## src/hdl/agsp_pkg.sv

```systemverilog
// ============================================================================
// agsp_pkg: shared types and constants for the graymap stream parser
// Holds the character codes, field widths, the result kind codes and the
// queue word that the front end hands to the back end.
// ============================================================================
`default_nettype none

package agsp_pkg;

  // Image limits and field widths.
  localparam int unsigned MaxDim    = 4096;
  localparam int unsigned PixelBits = 16;
  localparam int unsigned DimW      = 13;
  localparam int unsigned DepthW    = 16;
  localparam int unsigned AccW      = 32;
  localparam int unsigned KindW     = 2;

  // Queue between front and back end.
  localparam int unsigned QDepth = 2;
  localparam int unsigned QPtrW  = 1;
  localparam int unsigned QCntW  = 2;

  // Scaling divider: one quotient bit per cycle.
  localparam int unsigned DivSteps = 16;
  localparam int unsigned StepW    = 4;

  // Pixel mask applied to every emitted pixel value.
  localparam logic [DepthW-1:0] PixMask = DepthW'((32'd1 << PixelBits) - 32'd1);

  // Configuration register indexes.
  localparam int unsigned CfgIdxW = 1;
  localparam logic [CfgIdxW-1:0] CFG_MIN_DEPTH = 1'b0;
  localparam logic [CfgIdxW-1:0] CFG_MAX_DEPTH = 1'b1;

  // Character codes.
  localparam logic [7:0] CharP    = 8'h50;
  localparam logic [7:0] CharTwo  = 8'h32;
  localparam logic [7:0] CharHash = 8'h23;
  localparam logic [7:0] CharLf   = 8'h0A;
  localparam logic [7:0] CharZero = 8'h30;
  localparam logic [7:0] CharNine = 8'h39;
  localparam logic [7:0] CharSp   = 8'h20;
  localparam logic [7:0] CharTab  = 8'h09;
  localparam logic [7:0] CharVt   = 8'h0B;
  localparam logic [7:0] CharFf   = 8'h0C;
  localparam logic [7:0] CharCr   = 8'h0D;

  // Result kinds.
  typedef enum logic [KindW-1:0] {
    KIND_HEADER = 2'd0,
    KIND_PIXEL  = 2'd1,
    KIND_ERROR  = 2'd2
  } item_kind_e;

  // One queued result request. For a pixel that needs rescaling, value holds
  // the saturated number and divisor the declared depth; otherwise value
  // holds the raw low bits of the number.
  typedef struct packed {
    item_kind_e          kind;
    logic [DimW-1:0]     width;
    logic [DimW-1:0]     height;
    logic [DepthW-1:0]   depth;
    logic [AccW-1:0]     value;
    logic [AccW-1:0]     divisor;
    logic                scale;
    logic                last;
  } entry_t;

  // Whitespace test: space, tab, newline, vertical tab, form feed, return.
  function automatic logic is_space(input logic [7:0] c);
    return (c == CharSp) || (c == CharTab) || (c == CharLf) ||
           (c == CharVt) || (c == CharFf) || (c == CharCr);
  endfunction

endpackage

`default_nettype wire

```

## src/hdl/agsp_front.sv

```systemverilog
// ============================================================================
// agsp_front: byte parser of the graymap stream parser
// Takes one byte per cycle while the queue has room, tracks the header and
// pixel grid, and queues header, pixel and error words for the back end.
// ============================================================================
`default_nettype none

module agsp_front (
  input  logic                         clk_i,
  input  logic                         rst_ni,
  input  logic                         in_valid_i,
  output logic                         in_stall_o,
  input  logic [7:0]                   data_byte_i,
  input  logic                         first_byte_i,
  input  logic                         end_of_input_i,
  input  logic [agsp_pkg::DepthW-1:0]  min_depth_i,
  input  logic [agsp_pkg::DepthW-1:0]  max_depth_i,
  input  logic                         q_full_i,
  output logic                         q_push_o,
  output agsp_pkg::entry_t             q_entry_o
);
  import agsp_pkg::*;

  typedef enum logic [7:0] {
    PH_MAG0 = 8'b0000_0001,
    PH_MAG1 = 8'b0000_0010,
    PH_WID  = 8'b0000_0100,
    PH_HGT  = 8'b0000_1000,
    PH_DEP  = 8'b0001_0000,
    PH_PIX  = 8'b0010_0000,
    PH_DONE = 8'b0100_0000,
    PH_ERR  = 8'b1000_0000
  } phase_e;

  phase_e            phase_q, phase_d, ph_e;
  logic [AccW-1:0]   acc_q, acc_d, acc_e;
  logic              ovf_q, ovf_d, ovf_e;
  logic              dig_q, dig_d, dig_e;
  logic              com_q, com_d, com_e;
  logic [DimW-1:0]   wid_q, wid_d, wid_e;
  logic [DimW-1:0]   hgt_q, hgt_d, hgt_e;
  logic [AccW-1:0]   dd_q, dd_d, dd_e;
  logic [DimW-1:0]   col_q, col_d, col_e;
  logic [DimW-1:0]   row_q, row_d, row_e;

  logic              accept;
  logic              is_digit;
  logic [3:0]        dval;
  logic [AccW+3:0]   acc_x10;
  logic [AccW-1:0]   acc_upd;
  logic              ovf_upd;
  logic [AccW-1:0]   num_v;
  logic [DepthW-1:0] kept_new;
  logic [DepthW-1:0] kept_old;
  logic              scale;
  logic [DimW-1:0]   col_inc;
  logic              col_wrap;
  logic [DimW-1:0]   row_inc;
  logic              pix_last;
  logic              hdr_last;
  logic              active;
  logic              fail;
  logic              fin;
  logic              hash;
  logic              emit;
  entry_t            entry;

  // A byte is taken whenever the queue has room.
  assign accept     = in_valid_i && !q_full_i;
  assign in_stall_o = q_full_i;
  assign q_push_o   = accept && emit;
  assign q_entry_o  = entry;

  // A first byte restarts parsing before the byte itself is looked at.
  assign ph_e  = first_byte_i ? PH_MAG0 : phase_q;
  assign acc_e = first_byte_i ? '0 : acc_q;
  assign ovf_e = first_byte_i ? 1'b0 : ovf_q;
  assign dig_e = first_byte_i ? 1'b0 : dig_q;
  assign com_e = first_byte_i ? 1'b0 : com_q;
  assign wid_e = first_byte_i ? '0 : wid_q;
  assign hgt_e = first_byte_i ? '0 : hgt_q;
  assign dd_e  = first_byte_i ? '0 : dd_q;
  assign col_e = first_byte_i ? '0 : col_q;
  assign row_e = first_byte_i ? '0 : row_q;

  // Decimal accumulation with a sticky overflow beyond 32 bits.
  assign is_digit = (data_byte_i >= CharZero) && (data_byte_i <= CharNine);
  assign dval     = 4'(data_byte_i - CharZero);
  assign acc_x10  = {1'b0, acc_e, 3'b000} + {3'b000, acc_e, 1'b0} + (AccW+4)'(dval);
  assign acc_upd  = is_digit ? acc_x10[AccW-1:0] : acc_e;
  assign ovf_upd  = is_digit ? (ovf_e || (|acc_x10[AccW+3:AccW])) : ovf_e;
  assign num_v    = ovf_upd ? '1 : acc_upd;

  // Kept depth is the declared depth clamped to max_depth.
  assign kept_new = (num_v > {16'b0, max_depth_i}) ? max_depth_i : num_v[DepthW-1:0];
  assign kept_old = (dd_e > {16'b0, max_depth_i}) ? max_depth_i : dd_e[DepthW-1:0];
  assign scale    = dd_e > {16'b0, max_depth_i};

  // Pixel grid position after this pixel.
  assign col_inc  = col_e + 1'b1;
  assign col_wrap = col_inc >= wid_e;
  assign row_inc  = col_wrap ? (row_e + 1'b1) : row_e;
  assign pix_last = row_inc >= hgt_e;
  assign hdr_last = (wid_e == '0) || (hgt_e == '0);

  // Byte classification, number completion and fault handling.
  always_comb begin
    phase_d = ph_e;
    acc_d   = acc_e;
    ovf_d   = ovf_e;
    dig_d   = dig_e;
    com_d   = com_e;
    wid_d   = wid_e;
    hgt_d   = hgt_e;
    dd_d    = dd_e;
    col_d   = col_e;
    row_d   = row_e;
    fail    = 1'b0;
    fin     = 1'b0;
    hash    = 1'b0;
    emit    = 1'b0;
    entry   = '0;
    active  = !((ph_e == PH_DONE) || (ph_e == PH_ERR));

    if (active) begin
      if (ph_e == PH_MAG0) begin
        if (data_byte_i != CharP) fail = 1'b1;
        else phase_d = PH_MAG1;
      end else if (ph_e == PH_MAG1) begin
        if (data_byte_i != CharTwo) fail = 1'b1;
        else phase_d = PH_WID;
      end else if (com_e) begin
        if (data_byte_i == CharLf) com_d = 1'b0;
      end else if (is_digit) begin
        acc_d = acc_upd;
        ovf_d = ovf_upd;
        dig_d = 1'b1;
        fin   = end_of_input_i;
      end else if (is_space(data_byte_i)) begin
        fin = dig_e;
      end else if (data_byte_i == CharHash) begin
        fin  = dig_e;
        hash = 1'b1;
      end else begin
        fail = 1'b1;
      end

      // A number has ended: store it or turn it into a result.
      if (fin) begin
        acc_d = '0;
        ovf_d = 1'b0;
        dig_d = 1'b0;
        if ((ph_e == PH_WID) || (ph_e == PH_HGT)) begin
          if (num_v > 32'(MaxDim)) begin
            fail = 1'b1;
          end else if (ph_e == PH_WID) begin
            wid_d   = num_v[DimW-1:0];
            phase_d = PH_HGT;
          end else begin
            hgt_d   = num_v[DimW-1:0];
            phase_d = PH_DEP;
          end
        end else if (ph_e == PH_DEP) begin
          dd_d = num_v;
          if (num_v < {16'b0, min_depth_i}) begin
            fail = 1'b1;
          end else begin
            col_d         = '0;
            row_d         = '0;
            emit          = 1'b1;
            entry.kind    = KIND_HEADER;
            entry.width   = wid_e;
            entry.height  = hgt_e;
            entry.depth   = kept_new;
            entry.last    = hdr_last;
            phase_d       = hdr_last ? PH_DONE : PH_PIX;
          end
        end else begin
          col_d         = col_wrap ? '0 : col_inc;
          row_d         = row_inc;
          emit          = 1'b1;
          entry.kind    = KIND_PIXEL;
          entry.width   = wid_e;
          entry.height  = hgt_e;
          entry.depth   = kept_old;
          entry.value   = scale ? num_v : acc_upd;
          entry.divisor = dd_e;
          entry.scale   = scale;
          entry.last    = pix_last;
          if (pix_last) phase_d = PH_DONE;
        end
      end

      // A comment may start only before the width, the depth or a pixel.
      if (hash && !fail && (phase_d != PH_DONE)) begin
        if ((phase_d == PH_WID) || (phase_d == PH_DEP) || (phase_d == PH_PIX)) begin
          com_d = 1'b1;
        end else begin
          fail = 1'b1;
        end
      end

      // Input that ends before the image is complete.
      if (!fail && end_of_input_i && (phase_d != PH_DONE)) fail = 1'b1;

      // Any fault replaces whatever this byte produced.
      if (fail) begin
        phase_d    = PH_ERR;
        com_d      = 1'b0;
        emit       = 1'b1;
        entry      = '0;
        entry.kind = KIND_ERROR;
        entry.last = 1'b1;
      end
    end
  end

  // Parser state.
  always_ff @(posedge clk_i or negedge rst_ni) begin
    if (!rst_ni) begin
      phase_q <= PH_MAG0;
      acc_q   <= '0;
      ovf_q   <= 1'b0;
      dig_q   <= 1'b0;
      com_q   <= 1'b0;
      wid_q   <= '0;
      hgt_q   <= '0;
      dd_q    <= '0;
      col_q   <= '0;
      row_q   <= '0;
    end else if (accept) begin
      phase_q <= phase_d;
      acc_q   <= acc_d;
      ovf_q   <= ovf_d;
      dig_q   <= dig_d;
      com_q   <= com_d;
      wid_q   <= wid_d;
      hgt_q   <= hgt_d;
      dd_q    <= dd_d;
      col_q   <= col_d;
      row_q   <= row_d;
    end
  end

  // After a fault nothing is emitted until a new image starts.
  a_quiet_after_error: assert property (@(posedge clk_i) disable iff (!rst_ni)
    (phase_q == PH_ERR && !first_byte_i) |-> !q_push_o)
    else $error("agsp_front: word pushed after an error without restart");

endmodule

`default_nettype wire

```

## src/hdl/agsp_fifo.sv

```systemverilog
// ============================================================================
// agsp_fifo: short queue between parser and scaler
// Holds up to QDepth result requests so that parsing and scaling stall
// independently of each other.
// ============================================================================
`default_nettype none

module agsp_fifo (
  input  logic             clk_i,
  input  logic             rst_ni,
  input  logic             push_i,
  input  agsp_pkg::entry_t entry_i,
  output logic             full_o,
  output logic             valid_o,
  output agsp_pkg::entry_t entry_o,
  input  logic             pop_i
);
  import agsp_pkg::*;

  entry_t           slot_q [QDepth];
  logic [QPtrW-1:0] wr_ptr_q;
  logic [QPtrW-1:0] rd_ptr_q;
  logic [QCntW-1:0] cnt_q;

  assign full_o  = cnt_q == QCntW'(QDepth);
  assign valid_o = cnt_q != '0;
  assign entry_o = slot_q[rd_ptr_q];

  // Slot storage.
  always_ff @(posedge clk_i) begin
    if (push_i) slot_q[wr_ptr_q] <= entry_i;
  end

  // Pointers and fill count.
  always_ff @(posedge clk_i or negedge rst_ni) begin
    if (!rst_ni) begin
      wr_ptr_q <= '0;
      rd_ptr_q <= '0;
      cnt_q    <= '0;
    end else begin
      if (push_i) wr_ptr_q <= wr_ptr_q + 1'b1;
      if (pop_i)  rd_ptr_q <= rd_ptr_q + 1'b1;
      if (push_i && !pop_i)      cnt_q <= cnt_q + 1'b1;
      else if (pop_i && !push_i) cnt_q <= cnt_q - 1'b1;
    end
  end

  a_no_overfill: assert property (@(posedge clk_i) disable iff (!rst_ni)
    (push_i && !pop_i) |-> !full_o)
    else $error("agsp_fifo: push into a full queue");

  a_no_underrun: assert property (@(posedge clk_i) disable iff (!rst_ni)
    pop_i |-> valid_o)
    else $error("agsp_fifo: pop from an empty queue");

endmodule

`default_nettype wire

```

## src/hdl/agsp_back.sv

```systemverilog
// ============================================================================
// agsp_back: result builder and pixel scaler
// Pops queued words, rescales deep pixels with a multiply followed by a
// bit-serial divide, and presents results through an output register.
// ============================================================================
`default_nettype none

module agsp_back (
  input  logic                        clk_i,
  input  logic                        rst_ni,
  input  logic                        q_valid_i,
  input  agsp_pkg::entry_t            q_entry_i,
  output logic                        q_pop_o,
  input  logic [agsp_pkg::DepthW-1:0] max_depth_i,
  output logic                        out_valid_o,
  input  logic                        out_stall_i,
  output logic [agsp_pkg::KindW-1:0]  item_kind_o,
  output logic [agsp_pkg::DimW-1:0]   image_width_o,
  output logic [agsp_pkg::DimW-1:0]   image_height_o,
  output logic [agsp_pkg::DepthW-1:0] gray_depth_o,
  output logic [agsp_pkg::DepthW-1:0] pixel_value_o,
  output logic                        last_item_o
);
  import agsp_pkg::*;

  typedef enum logic [3:0] {
    B_IDLE = 4'b0001,
    B_MUL  = 4'b0010,
    B_DIV  = 4'b0100,
    B_OUT  = 4'b1000
  } bstate_e;

  typedef struct packed {
    item_kind_e        kind;
    logic [DimW-1:0]   width;
    logic [DimW-1:0]   height;
    logic [DepthW-1:0] depth;
    logic [DepthW-1:0] pixel;
    logic              last;
  } result_t;

  bstate_e                  state_q, state_d;
  logic                     out_valid_q, out_valid_d;
  result_t                  out_q;
  entry_t                   hold_q;
  logic [AccW-1:0]          rem_q;
  logic [DivSteps-1:0]      lo_q;
  logic [StepW-1:0]         step_q;

  logic                     out_free;
  logic                     need_div;
  logic                     load_direct;
  logic                     load_div;
  logic                     capture;
  logic [DepthW-1:0]        direct_pix;
  logic [AccW+DepthW-1:0]   prod;
  logic [AccW:0]            trial;
  logic                     trial_ge;

  assign out_free = !out_valid_q || !out_stall_i;

  // Only a rescaled pixel below its declared depth needs the divider; the rest
  // of the rescaled pixels saturate at max_depth.
  assign need_div   = (q_entry_i.kind == KIND_PIXEL) && q_entry_i.scale &&
                      (q_entry_i.value < q_entry_i.divisor);
  assign direct_pix = q_entry_i.scale ? max_depth_i : q_entry_i.value[DepthW-1:0];

  // value * max_depth; the quotient is known to fit in DivSteps bits.
  assign prod     = hold_q.value * max_depth_i;
  assign trial    = {rem_q, lo_q[DivSteps-1]};
  assign trial_ge = trial >= {1'b0, hold_q.divisor};

  // Sequencer.
  always_comb begin
    state_d     = state_q;
    q_pop_o     = 1'b0;
    load_direct = 1'b0;
    load_div    = 1'b0;
    capture     = 1'b0;
    unique case (state_q)
      B_IDLE: begin
        if (q_valid_i) begin
          if (need_div) begin
            q_pop_o = 1'b1;
            capture = 1'b1;
            state_d = B_MUL;
          end else if (out_free) begin
            q_pop_o     = 1'b1;
            load_direct = 1'b1;
          end
        end
      end
      B_MUL: state_d = B_DIV;
      B_DIV: begin
        if (step_q == StepW'(DivSteps - 1)) state_d = B_OUT;
      end
      B_OUT: begin
        if (out_free) begin
          load_div = 1'b1;
          state_d  = B_IDLE;
        end
      end
      default: state_d = B_IDLE;
    endcase
  end

  always_comb begin
    out_valid_d = out_valid_q;
    if (load_direct || load_div) out_valid_d = 1'b1;
    else if (!out_stall_i)       out_valid_d = 1'b0;
  end

  // Control registers.
  always_ff @(posedge clk_i or negedge rst_ni) begin
    if (!rst_ni) begin
      state_q     <= B_IDLE;
      out_valid_q <= 1'b0;
      step_q      <= '0;
    end else begin
      state_q     <= state_d;
      out_valid_q <= out_valid_d;
      if (state_q == B_MUL)      step_q <= '0;
      else if (state_q == B_DIV) step_q <= step_q + 1'b1;
    end
  end

  // Divider datapath: restoring division, one quotient bit per cycle,
  // quotient bits shift into the low word as dividend bits leave it.
  always_ff @(posedge clk_i) begin
    if (capture) hold_q <= q_entry_i;
    if (state_q == B_MUL) begin
      rem_q <= prod[AccW+DepthW-1:DepthW];
      lo_q  <= prod[DivSteps-1:0];
    end else if (state_q == B_DIV) begin
      rem_q <= trial_ge ? AccW'(trial - {1'b0, hold_q.divisor}) : trial[AccW-1:0];
      lo_q  <= {lo_q[DivSteps-2:0], trial_ge};
    end
  end

  // Output register.
  always_ff @(posedge clk_i) begin
    if (load_direct) begin
      out_q.kind   <= q_entry_i.kind;
      out_q.width  <= q_entry_i.width;
      out_q.height <= q_entry_i.height;
      out_q.depth  <= q_entry_i.depth;
      out_q.pixel  <= direct_pix & PixMask;
      out_q.last   <= q_entry_i.last;
    end else if (load_div) begin
      out_q.kind   <= hold_q.kind;
      out_q.width  <= hold_q.width;
      out_q.height <= hold_q.height;
      out_q.depth  <= hold_q.depth;
      out_q.pixel  <= lo_q & PixMask;
      out_q.last   <= hold_q.last;
    end
  end

  assign out_valid_o    = out_valid_q;
  assign item_kind_o    = out_q.kind;
  assign image_width_o  = out_q.width;
  assign image_height_o = out_q.height;
  assign gray_depth_o   = out_q.depth;
  assign pixel_value_o  = out_q.pixel;
  assign last_item_o    = out_q.last;

  a_rem_below_divisor: assert property (@(posedge clk_i) disable iff (!rst_ni)
    (state_q == B_DIV) |-> (rem_q < hold_q.divisor))
    else $error("agsp_back: partial remainder not below divisor");

  // A divided pixel lies below max_depth, or is zero when max_depth is zero.
  a_quot_below_max: assert property (@(posedge clk_i) disable iff (!rst_ni)
    (state_q == B_OUT) |-> ((lo_q < max_depth_i) || (lo_q == '0)))
    else $error("agsp_back: scaled pixel out of range");

endmodule

`default_nettype wire

```

## src/hdl/ascii_graymap_stream_parser.sv

```systemverilog
// ============================================================================
// ascii_graymap_stream_parser: plain-text graymap parser, top level
// Parses "P2" graymap text one byte per word and emits header, pixel and
// error results; holds the min_depth and max_depth registers.
// ============================================================================
// Usage:
//   Input channel: one text byte per word with first_byte (starts a new
//   image) and end_of_input (no byte follows). The parser takes one byte
//   per cycle while the result queue has room; in_stall_o rises when the
//   queue is full.
//   Output channel: at most one result per byte (header, pixel or error).
//   A result that needs no rescaling passes through the queue and the output
//   register. A pixel of an image deeper than max_depth that lies below the
//   declared depth goes through a multiply step and a bit-serial divide in
//   the scaler, which pops no new word before its result loads; the divider
//   sets the rate for such images, else one byte per cycle, queue allowing.
//   When out_stall_i is high the result register holds its word, the queue
//   fills and then the input stalls.
//   Configuration: writes of min_depth (index 0) and max_depth (index 1)
//   are always accepted and must only happen while the block is idle.
//   Reset: the parser waits for the first magic byte, the queue and the
//   output register are empty, min_depth is 1 and max_depth is 255.
// ============================================================================
`default_nettype none

module ascii_graymap_stream_parser (
  input  logic                         clk_i,
  input  logic                         rst_ni,
  input  logic                         in_valid_i,
  output logic                         in_stall_o,
  input  logic [7:0]                   data_byte_i,
  input  logic                         first_byte_i,
  input  logic                         end_of_input_i,
  output logic                         out_valid_o,
  input  logic                         out_stall_i,
  output logic [agsp_pkg::KindW-1:0]   item_kind_o,
  output logic [agsp_pkg::DimW-1:0]    image_width_o,
  output logic [agsp_pkg::DimW-1:0]    image_height_o,
  output logic [agsp_pkg::DepthW-1:0]  gray_depth_o,
  output logic [agsp_pkg::DepthW-1:0]  pixel_value_o,
  output logic                         last_item_o,
  input  logic                         cfg_valid_i,
  output logic                         cfg_ready_o,
  input  logic [agsp_pkg::CfgIdxW-1:0] cfg_index_i,
  input  logic [agsp_pkg::DepthW-1:0]  cfg_data_i
);
  import agsp_pkg::*;

  logic [DepthW-1:0] min_depth_q;
  logic [DepthW-1:0] max_depth_q;
  logic              q_full;
  logic              q_push;
  logic              q_valid;
  logic              q_pop;
  entry_t            push_entry;
  entry_t            pop_entry;

  // Configuration registers; writes are always taken.
  assign cfg_ready_o = 1'b1;

  always_ff @(posedge clk_i or negedge rst_ni) begin
    if (!rst_ni) begin
      min_depth_q <= DepthW'(1);
      max_depth_q <= DepthW'(255);
    end else if (cfg_valid_i) begin
      unique case (cfg_index_i)
        CFG_MIN_DEPTH: min_depth_q <= cfg_data_i;
        CFG_MAX_DEPTH: max_depth_q <= cfg_data_i;
      endcase
    end
  end

  // Byte parser.
  agsp_front u_front (
    .clk_i          (clk_i),
    .rst_ni         (rst_ni),
    .in_valid_i     (in_valid_i),
    .in_stall_o     (in_stall_o),
    .data_byte_i    (data_byte_i),
    .first_byte_i   (first_byte_i),
    .end_of_input_i (end_of_input_i),
    .min_depth_i    (min_depth_q),
    .max_depth_i    (max_depth_q),
    .q_full_i       (q_full),
    .q_push_o       (q_push),
    .q_entry_o      (push_entry)
  );

  // Result queue.
  agsp_fifo u_fifo (
    .clk_i   (clk_i),
    .rst_ni  (rst_ni),
    .push_i  (q_push),
    .entry_i (push_entry),
    .full_o  (q_full),
    .valid_o (q_valid),
    .entry_o (pop_entry),
    .pop_i   (q_pop)
  );

  // Scaler and output register.
  agsp_back u_back (
    .clk_i          (clk_i),
    .rst_ni         (rst_ni),
    .q_valid_i      (q_valid),
    .q_entry_i      (pop_entry),
    .q_pop_o        (q_pop),
    .max_depth_i    (max_depth_q),
    .out_valid_o    (out_valid_o),
    .out_stall_i    (out_stall_i),
    .item_kind_o    (item_kind_o),
    .image_width_o  (image_width_o),
    .image_height_o (image_height_o),
    .gray_depth_o   (gray_depth_o),
    .pixel_value_o  (pixel_value_o),
    .last_item_o    (last_item_o)
  );

endmodule

`default_nettype wire

```

## config.mk

```make
export PLATFORM = sky130hd
export DESIGN_NAME = ascii_graymap_stream_parser
export DESIGN_NICKNAME = d
export VERILOG_FILES = /design/src/hdl/agsp_pkg.sv /design/src/hdl/agsp_front.sv /design/src/hdl/agsp_fifo.sv /design/src/hdl/agsp_back.sv /design/src/hdl/ascii_graymap_stream_parser.sv
export SDC_FILE = /design/constraint.sdc
export NUM_CORES = 2
export LEC_CHECK = 0
export BUFFER_PORTS_ARGS = -buffer_cell sky130_fd_sc_hd__buf_2
export CAP_MARGIN = 20
export CORE_ASPECT_RATIO = 0.8
export CORE_UTILIZATION = 55
export DETAILED_ROUTE_END_ITERATION = 7
export PLACE_DENSITY = 0.81
export SYNTH_ARGS = -nofsm -noshare
export SYNTH_HDL_FRONTEND = slang
export SYNTH_HIERARCHICAL = 1
export SYNTH_SLANG_ARGS = --single-unit
export TNS_END_PERCENT = 100
```

## constraint.sdc

```tcl
create_clock -name clk_i -period 33.6 [get_ports clk_i]
set_input_delay 3.36 -clock clk_i [delete_from_list [all_inputs] [get_ports clk_i]]
set_output_delay 3.36 -clock clk_i [all_outputs]
set_load 0.005 [all_outputs]
```

==> metrics <==
status=complete, no violations; final wirelength=138700 um; post-synth top area cell=edfxtp_1; endpoints failing hold=0; vias in the first global route=37640; RSZ-0062 raised after global routing=false; P&R area growth vs syn=7.428%; Resized Gates After CTS=0; Final Skew=0.05592 ns; mux cell area share after synthesis=5.425%; Cell variety after synth=113; count leader, synth=inv_1; Skew-Pair Late Insertion Delay=0.68 ns; antenna violations before repair=7; CP Launch Point=first_byte_i; I/O pin cnt=96; Clock Sink Count=610; critical path type=input port to flip-flop; layout cell share with drive strength beyond 1=11.07%; Iter 0 DRT Violations=3815; fin nets=5633; crit path DAT=14.22 ns; Slew @ Worst Pin=1.149 ns; DRC=0; Synth top cells by count=inv_1, nand2_1, edfxtp_1, fa_1, ha_1; Vias/cell=6.125; total gr overflow=0; Simple-Gate Fraction of Synth Area=14.05%; Worst setup EP type=flip-flop; WL/cell=22.71 um; Startpoint Class=input port; hold_sp=u_front/acc_q[6]; FF-to-FF path depth=31; total clock buffers created by CTS=60; final hold slack=0.4762 ns; Syn Inst Count=4872; crit share post-route=41.43%; # hold bufs at CTS=0; die area=0.09159 mm^2; async set or reset register ratio after synthesis=28.20%; Critical Path RT=33.90 ns; Antenna Nets Post-Route=0; # rows=98; area share of the largest cell type after synthesis=26.46%; DP Wirelength=101800 um; clock-pin slew of the registers on the worst-case setup and hold paths=0.06 ns; CP max FO=59; Slowest Stage Delay on Critical Path=0.78 ns; first-pass GRT wire length=216700 um; Placeable Area=0.08939 mm^2; Mapped Area=0.04971 mm^2; flops & latches, synth=610; hold depth=2; largest net degree at the start of global routing=77; TritonCTS clock tree=yes; Starting Density=55.61%; Final Critical Period=13.92 ns; FF-to-FF Start=u_front/acc_q[1]; Synth Area per Inst=10.20 um^2; DR pass1 iterations=6; final setup vio count=0; Hold WC Path Type=flip-flop to flip-flop; XOR/XNOR Fraction of Synth Area=2.044%; sequential area share after synthesis=35.15%; Worst slew margin=22.99%; net count after synthesis=5647; Root Buffer=clkbuf_16; Max Fclk=71.84 MHz; number of flops mapped to enable cells by yosys=438; Clock Tree Buf Depth=3; ys flop type=edfxtp_1; Max stage delay cell, worst path=and2_4; htree depth=2; Compound-Gate Fraction of Synth Area=11.25%; vias=37410; GP Congestion=0.9643; total track usage=30.35%; port bufs=94; YS warnings=6; Max Cap Violations=0; Die H=270.9 um; synth top area cells=edfxtp_1, fa_1, ha_1; DIE WIDTH=338.1 um; Post-Synth Adder-Cell Area=25.05%; setup bufs post-CTS=0; setup TNS=0 ns; main combinational cell family by area after synthesis=adder cells; fin. max-slew vios=0
==> stage by stage <==
stage	worst slack, ns	area, um^2	util, %	std cells
6_report	19.68	53400	59.74	6108
4_1_cts	20.05	53400	59.73	6107
3_5_place_dp	19.41	51180	57.26	5996
2_1_floorplan	17.39	49710	-	4872
3_3_place_gp	19.62	51180	57.26	5996
5_1_grt	19.13	53400	59.73	6107
==> registers in the layout, indices dropped and copies added, names as in the netlist, 2 cells and up <==
name and count:
max_depth_q 16, min_depth_q 16, u_back/gray_depth_o 16, u_back/hold_q 109
u_back/image_height_o 13, u_back/image_width_o 13, u_back/item_kind_o 2, u_back/lo_q 16
u_back/pixel_value_o 16, u_back/rem_q 32, u_back/state_q 4, u_back/step_q 4
u_fifo/cnt_q 2, u_fifo/slot_q 220, u_front/acc_q 32, u_front/col_q 13
u_front/dd_q 32, u_front/hgt_q 13, u_front/phase_q 8, u_front/row_q 13
u_front/wid_q 13
==> cell usage in the layout, fill, tap and decap left out, types with 167 or more instances in the layout <==
cell	instances
mux2_2	192
o21ai_0	167
nor2_1	207
ha_1	323
fa_1	420
nand2_1	586
inv_1	640
a21oi_1	238
edfxtp_1	438
and2_1	244
==> worst paths after layout <==
check | slack (ns) | end
worst max-delay path | 19.68 | u_fifo/slot_q[1][4]
worst min-delay path | 0.48 | u_front/acc_q[6]
worst max register to register | 23.06 | u_fifo/slot_q[1][4]
min in group asynchronous | 2.63 | u_fifo/cnt_q[0]
max in group asynchronous | 28.82 | u_front/acc_q[17]
worst min register to register | 0.48 | u_front/acc_q[6]
==> metal layers <==
metal / part of all wire [%] / global-route usage, %
met4: 3.5 / 10.63
met2: 45 / 46.61
met1: 41 / 42.44
met5: 0.025 / 0
met3: 11 / 6.745
==> critical path, delay by kind of cell <==
family,cells,cell delay [ns]
compound gates,13,3.01
fa+ha+maj,3,1.03
buf+inv,8,2.59
simple gates,10,4.06
==> layout make-up <==
cell class | instances | area [um^2]
multi-input cells | 3385 | 28830
repair buffers | 159 | 964.7
flip-flops and latches | 610 | 17470
fillers | 7158 | 35990
clock inverters | 43 | 659.4
clock buffers | 68 | 1551
inverters | 642 | 2411
well taps | 1200 | 1501
diodes | 1 | 2.502
==> logic make-up after synthesis <==
kind of cell,count (synthesis)
AO/OA/AOI/OAI,854
AND/OR/NAND/NOR,1432
flip-flops,610
adder cells (fa/ha/maj),743
multiplexers,239
other,1
buffers and inverters,877
XOR/XNOR,116
Power is left out: the tool's default activity adds up to more than one toggle a clock period on the data nets, which glitch-free logic cannot reach.
